==> src/rtl/ptw_pkg.sv <==
// Shared types and constants for the two-level page table walker.
package ptw_pkg;

   localparam int unsigned WORD_W = 32;

   localparam logic [1:0] KIND_SECTION = 2'd0;
   localparam logic [1:0] KIND_LARGE   = 2'd1;
   localparam logic [1:0] KIND_SMALL   = 2'd2;
   localparam logic [1:0] KIND_NONE    = 2'd3;

   localparam logic [1:0] L1_FAULT   = 2'b00;
   localparam logic [1:0] L1_COARSE  = 2'b01;
   localparam logic [1:0] L1_SECTION = 2'b10;
   localparam logic [1:0] L1_FINE    = 2'b11;
   localparam logic [1:0] L2_LARGE   = 2'b01;
   localparam logic [1:0] L2_SMALL   = 2'b10;

   localparam logic OP_WRITE     = 1'b0;
   localparam logic OP_TRANSLATE = 1'b1;

   typedef struct packed {
      logic clear_en;
      logic wr_en;
      logic rd_first;
      logic rd_second;
      logic rsp_load;
      logic rsp_from_second;
   } ptw_cmd_type;

   typedef struct packed {
      logic first_coarse;
      logic clear_last;
   } ptw_sts_type;

endpackage

==> src/rtl/ptw_ctrl.sv <==
// Walker controller: store clear pass, item acceptance, walk sequencing, result valid.
module ptw_ctrl import ptw_pkg::*; (
   input  logic        clock,
   input  logic        reset,
   input  logic        req_valid,
   input  logic        req_operation,
   output logic        req_stall,
   output logic        rsp_valid,
   input  logic        rsp_stall,
   input  ptw_sts_type sts,
   output ptw_cmd_type cmd
);

   localparam logic [1:0] ST_CLEAR  = 2'd0;
   localparam logic [1:0] ST_IDLE   = 2'd1;
   localparam logic [1:0] ST_FIRST  = 2'd2;
   localparam logic [1:0] ST_SECOND = 2'd3;

   logic [1:0] state_ff, state_in;
   logic       rsp_valid_ff, rsp_valid_in;
   logic       accept;
   logic       slot_free;

   assign req_stall = (state_ff != ST_IDLE);
   assign accept    = req_valid & ~req_stall;
   assign slot_free = ~rsp_valid_ff | ~rsp_stall;

   always_comb begin
      state_in = state_ff;
      cmd      = '0;
      unique case (state_ff)
         ST_CLEAR: begin
            cmd.clear_en = 1'b1;
            if (sts.clear_last) begin
               state_in = ST_IDLE;
            end
         end
         ST_IDLE: begin
            if (accept) begin
               if (req_operation == OP_WRITE) begin
                  cmd.wr_en = 1'b1;
               end else begin
                  cmd.rd_first = 1'b1;
                  state_in     = ST_FIRST;
               end
            end
         end
         ST_FIRST: begin
            if (sts.first_coarse) begin
               cmd.rd_second = 1'b1;
               state_in      = ST_SECOND;
            end else if (slot_free) begin
               cmd.rsp_load = 1'b1;
               state_in     = ST_IDLE;
            end
         end
         ST_SECOND: begin
            cmd.rsp_from_second = 1'b1;
            if (slot_free) begin
               cmd.rsp_load = 1'b1;
               state_in     = ST_IDLE;
            end
         end
         default: begin
            state_in = ST_CLEAR;
         end
      endcase
   end

   assign rsp_valid_in = cmd.rsp_load | (rsp_valid_ff & rsp_stall);

   always_ff @(posedge clock) begin
      if (reset) begin
         state_ff     <= ST_CLEAR;
         rsp_valid_ff <= 1'b0;
      end else begin
         state_ff     <= state_in;
         rsp_valid_ff <= rsp_valid_in;
      end
   end

   assign rsp_valid = rsp_valid_ff;

endmodule

==> config.mk <==
export PLATFORM = sky130hd
export DESIGN_NAME = ptw_ctrl
export DESIGN_NICKNAME = d
export VERILOG_FILES = /design/src/rtl/ptw_pkg.sv /design/src/rtl/ptw_ctrl.sv
export SDC_FILE = /design/constraint.sdc
export NUM_CORES = 1
export LEC_CHECK = 0
export CORE_AREA = 2 2 39 41
export CTS_CLUSTER_DIAMETER = 120
export DETAILED_ROUTE_END_ITERATION = 6
export DIE_AREA = 0 0 41 43
export DONT_BUFFER_PORTS = 1
export PLACE_DENSITY = 0.3
export SLEW_MARGIN = 10
export SYNTH_ARGS = -nofsm -noshare
export SYNTH_HDL_FRONTEND = slang
export SYNTH_SLANG_ARGS = --single-unit
==> constraint.sdc <==
create_clock -name clock -period 1.5 [get_ports clock]
set_input_delay 0.075 -clock clock [delete_from_list [all_inputs] [get_ports clock]]
set_output_delay 0.075 -clock clock [all_outputs]
set_load 0.02 [all_outputs]
==> metrics <==
pin count of the biggest net entering global routing=8; number of global-route vias before repair=186; DRT iter0 DRCs=2; yosys warns=0; Max Cap Viol=0; highest clock rate=719 MHz; worst r2r src=rsp_valid; Syn Std Cell Area=around 170 µm²; count of input and output buffers=0; status=complete, no violations; synthesized area per cell=slightly above 8 µm²; post-detail-place hpwl=371 µm; global-route wire length before repair=~740 µm; period utilisation layout=92.8%; Fin Clk Skew=roughly 0.0044 ns; DIE AREA=approximately 1800 µm²; io pins=15; Unique masters post-synth=13; crit-path max FO=6; WP data required=~1.4 ns; drt first pass iters=2; Synth Register Bits=3; final WL=just over 500 µm; Worst Tran Pin Value=0.392 ns; Detail Route Antenna Nets=0; setup TNS=0 ns; post-CTS sizing=0; Clock Path Buffers=2; Pwr Total=283 µW; total CTS buffers=3; via count=around 180; Final nets=35; final cell count without fillers=43; Hold Path Class=primary input to flip-flop; critical path class=flip-flop to output pin; Critical path origin=state_ff[1]; layout cell share with drive strength beyond 1=between 20 and 30%; Crit-path slowest cell=dfxtp_1; Max H-tree Level=1; CORE AREA=about 1400 µm²; routability cong.=0.570; CTS sink count=3; post-CTS setup buffers=0; Hold-fix buffers, CTS=1; CP max stage delay=between 0.3 and 0.4 ns; GRT Total Usage=7.32%; worst hold start=sts[1]; most frequent cells in the layout=4 x nand2_1, 3 x nor2_1, 3 x clkbuf_4, 3 x dfxtp_1, 2 x a21oi_1; FILL cells=158; unrepaired setup endpoints after global routing=false; Worst-Skew Late Latency=0.24 ns; Leak=around 0.000084 µW; CP endpoint kind=output pin; Reg clk slew, reported paths=0.04 ns; post-synthesis sequential area ratio=a little over a third; Worst VDD drop=about 0.25 mV; grt ovf=0; CP startpoint kind=flip-flop; Clk Tree Root Cell=clkbuf_4; relative slew slack=between 70% and 80%; TritonCTS clock tree=built; initial core utilization=12.5%; Max Slew Vio Count=0; fin crit period=1.39 ns; Final setup viols=0; DR DRC count=0; vias per cell=a little over 4; commonest non-fill, non-tap cell in the layout=nand2_1; Die W=slightly above 40 µm; Pwr per Cell Area=between 1000 and 1500 nW/µm²; initial antenna violation count=0; Post-Syn Instances=21; final hold viol count=0; row cnt=14; Worst Path Arrival=1.32 ns; Syn Nets=28; dpl cells=38; Wirelength per Cell=11.7 µm; crit path cell chain=inv_1 > nand2_1 > nor3b_1 > buf_4; synth-to-layout area growth=37.0%; Diodes inserted=0; Die Span Y=43 µm
## stage by stage
stage | setup slack [ns] | util, % | hold slack (ns) | instance area [µm²]
after CTS | 0.0870 | 17.1 | 0.0511 | 236
after global routing | 0.00514 | 17.1 | 0.0663 | 236
after detailed placement | 0.357 | 14.5 | 0.147 | 200
after floorplan | 0.223 | - | 0.140 | 173
final | 0.109 | 17.1 | 0.0583 | 236
after global placement | 0.372 | 14.5 | 0.144 | 200
## synthesized netlist by cell type
master | n | share of area (%)
and3_4 | 1 | 6.5
a211oi_2 | 1 | 7.2
nand3_1 | 1 | 2.9
inv_1 | 1 | 2.2
o31ai_1 | 1 | 4.3
nand2_1 | 4 | 8.7
nor3b_1 | 1 | 4.3
a21oi_1 | 2 | 5.8
dfxtp_1 | 3 | 35
and2_2 | 1 | 4.3
nor2_1 | 3 | 6.5
nand2b_4 | 1 | 8.0
o211ai_1 | 1 | 4.3
## registers in the layout, indices dropped and copies added, names as in the netlist
| name | flops |
|---|---|
| state_ff | 2 |
| rsp_valid | 1 |
## final timing paths
| path | endpoint | slack (ns) | cells past startpoint |
|---|---|---|---|
| hold reg to reg | state_ff[0] | 0.54 | 2 |
| setup / recovery | cmd[4] | 0.11 | 4 |
| hold / removal | state_ff[0] | 0.06 | 2 |
| setup reg to reg | state_ff[1] | 0.40 | 3 |
## metal layers
layer / up-vias / global-route usage (%) / part of all wire [%] / wire length (µm)
met5: - / 0 / 0 / 0
li1: 84 / - / - / -
met2: 15 / 7.81 / 37 / 186
met1: 76 / 7.37 / 42 / 212
met4: 0 / 8.00 / 0 / 0
met3: 0 / 6.81 / 21 / 105
## power breakdown
group,switching (µW),internal (µW)
sequential,7.93,85.2
clock,45.0,99.9
combinational,28.5,16.7
## worst max-delay path, delay by kind of cell, from the launching register on
| kind | cells | cell delay (ns) |
|---|---|---|
| AND/OR/NAND/NOR | 2 | 0.44 |
| buffers and inverters | 2 | 0.30 |
| flip-flops | 1 | 0.34 |
## cells by family after synthesis
logic type	after synthesis	synth area share [%]
simple gates	12	41.3
compound gates	5	21.7
flops	3	34.8
buf+inv	1	2.17
## area by class of cell
cell class,count,area [µm²],area share (%)
multi-input cells,17,109,46.0
flip-flops and latches,3,60.1,25.4
clock buffers,4,26.3,11.1
well taps,16,20.0,8.47
repair buffers,2,17.5,7.41
inverters,1,3.75,1.59
Power figures use the tool's default switching activity.
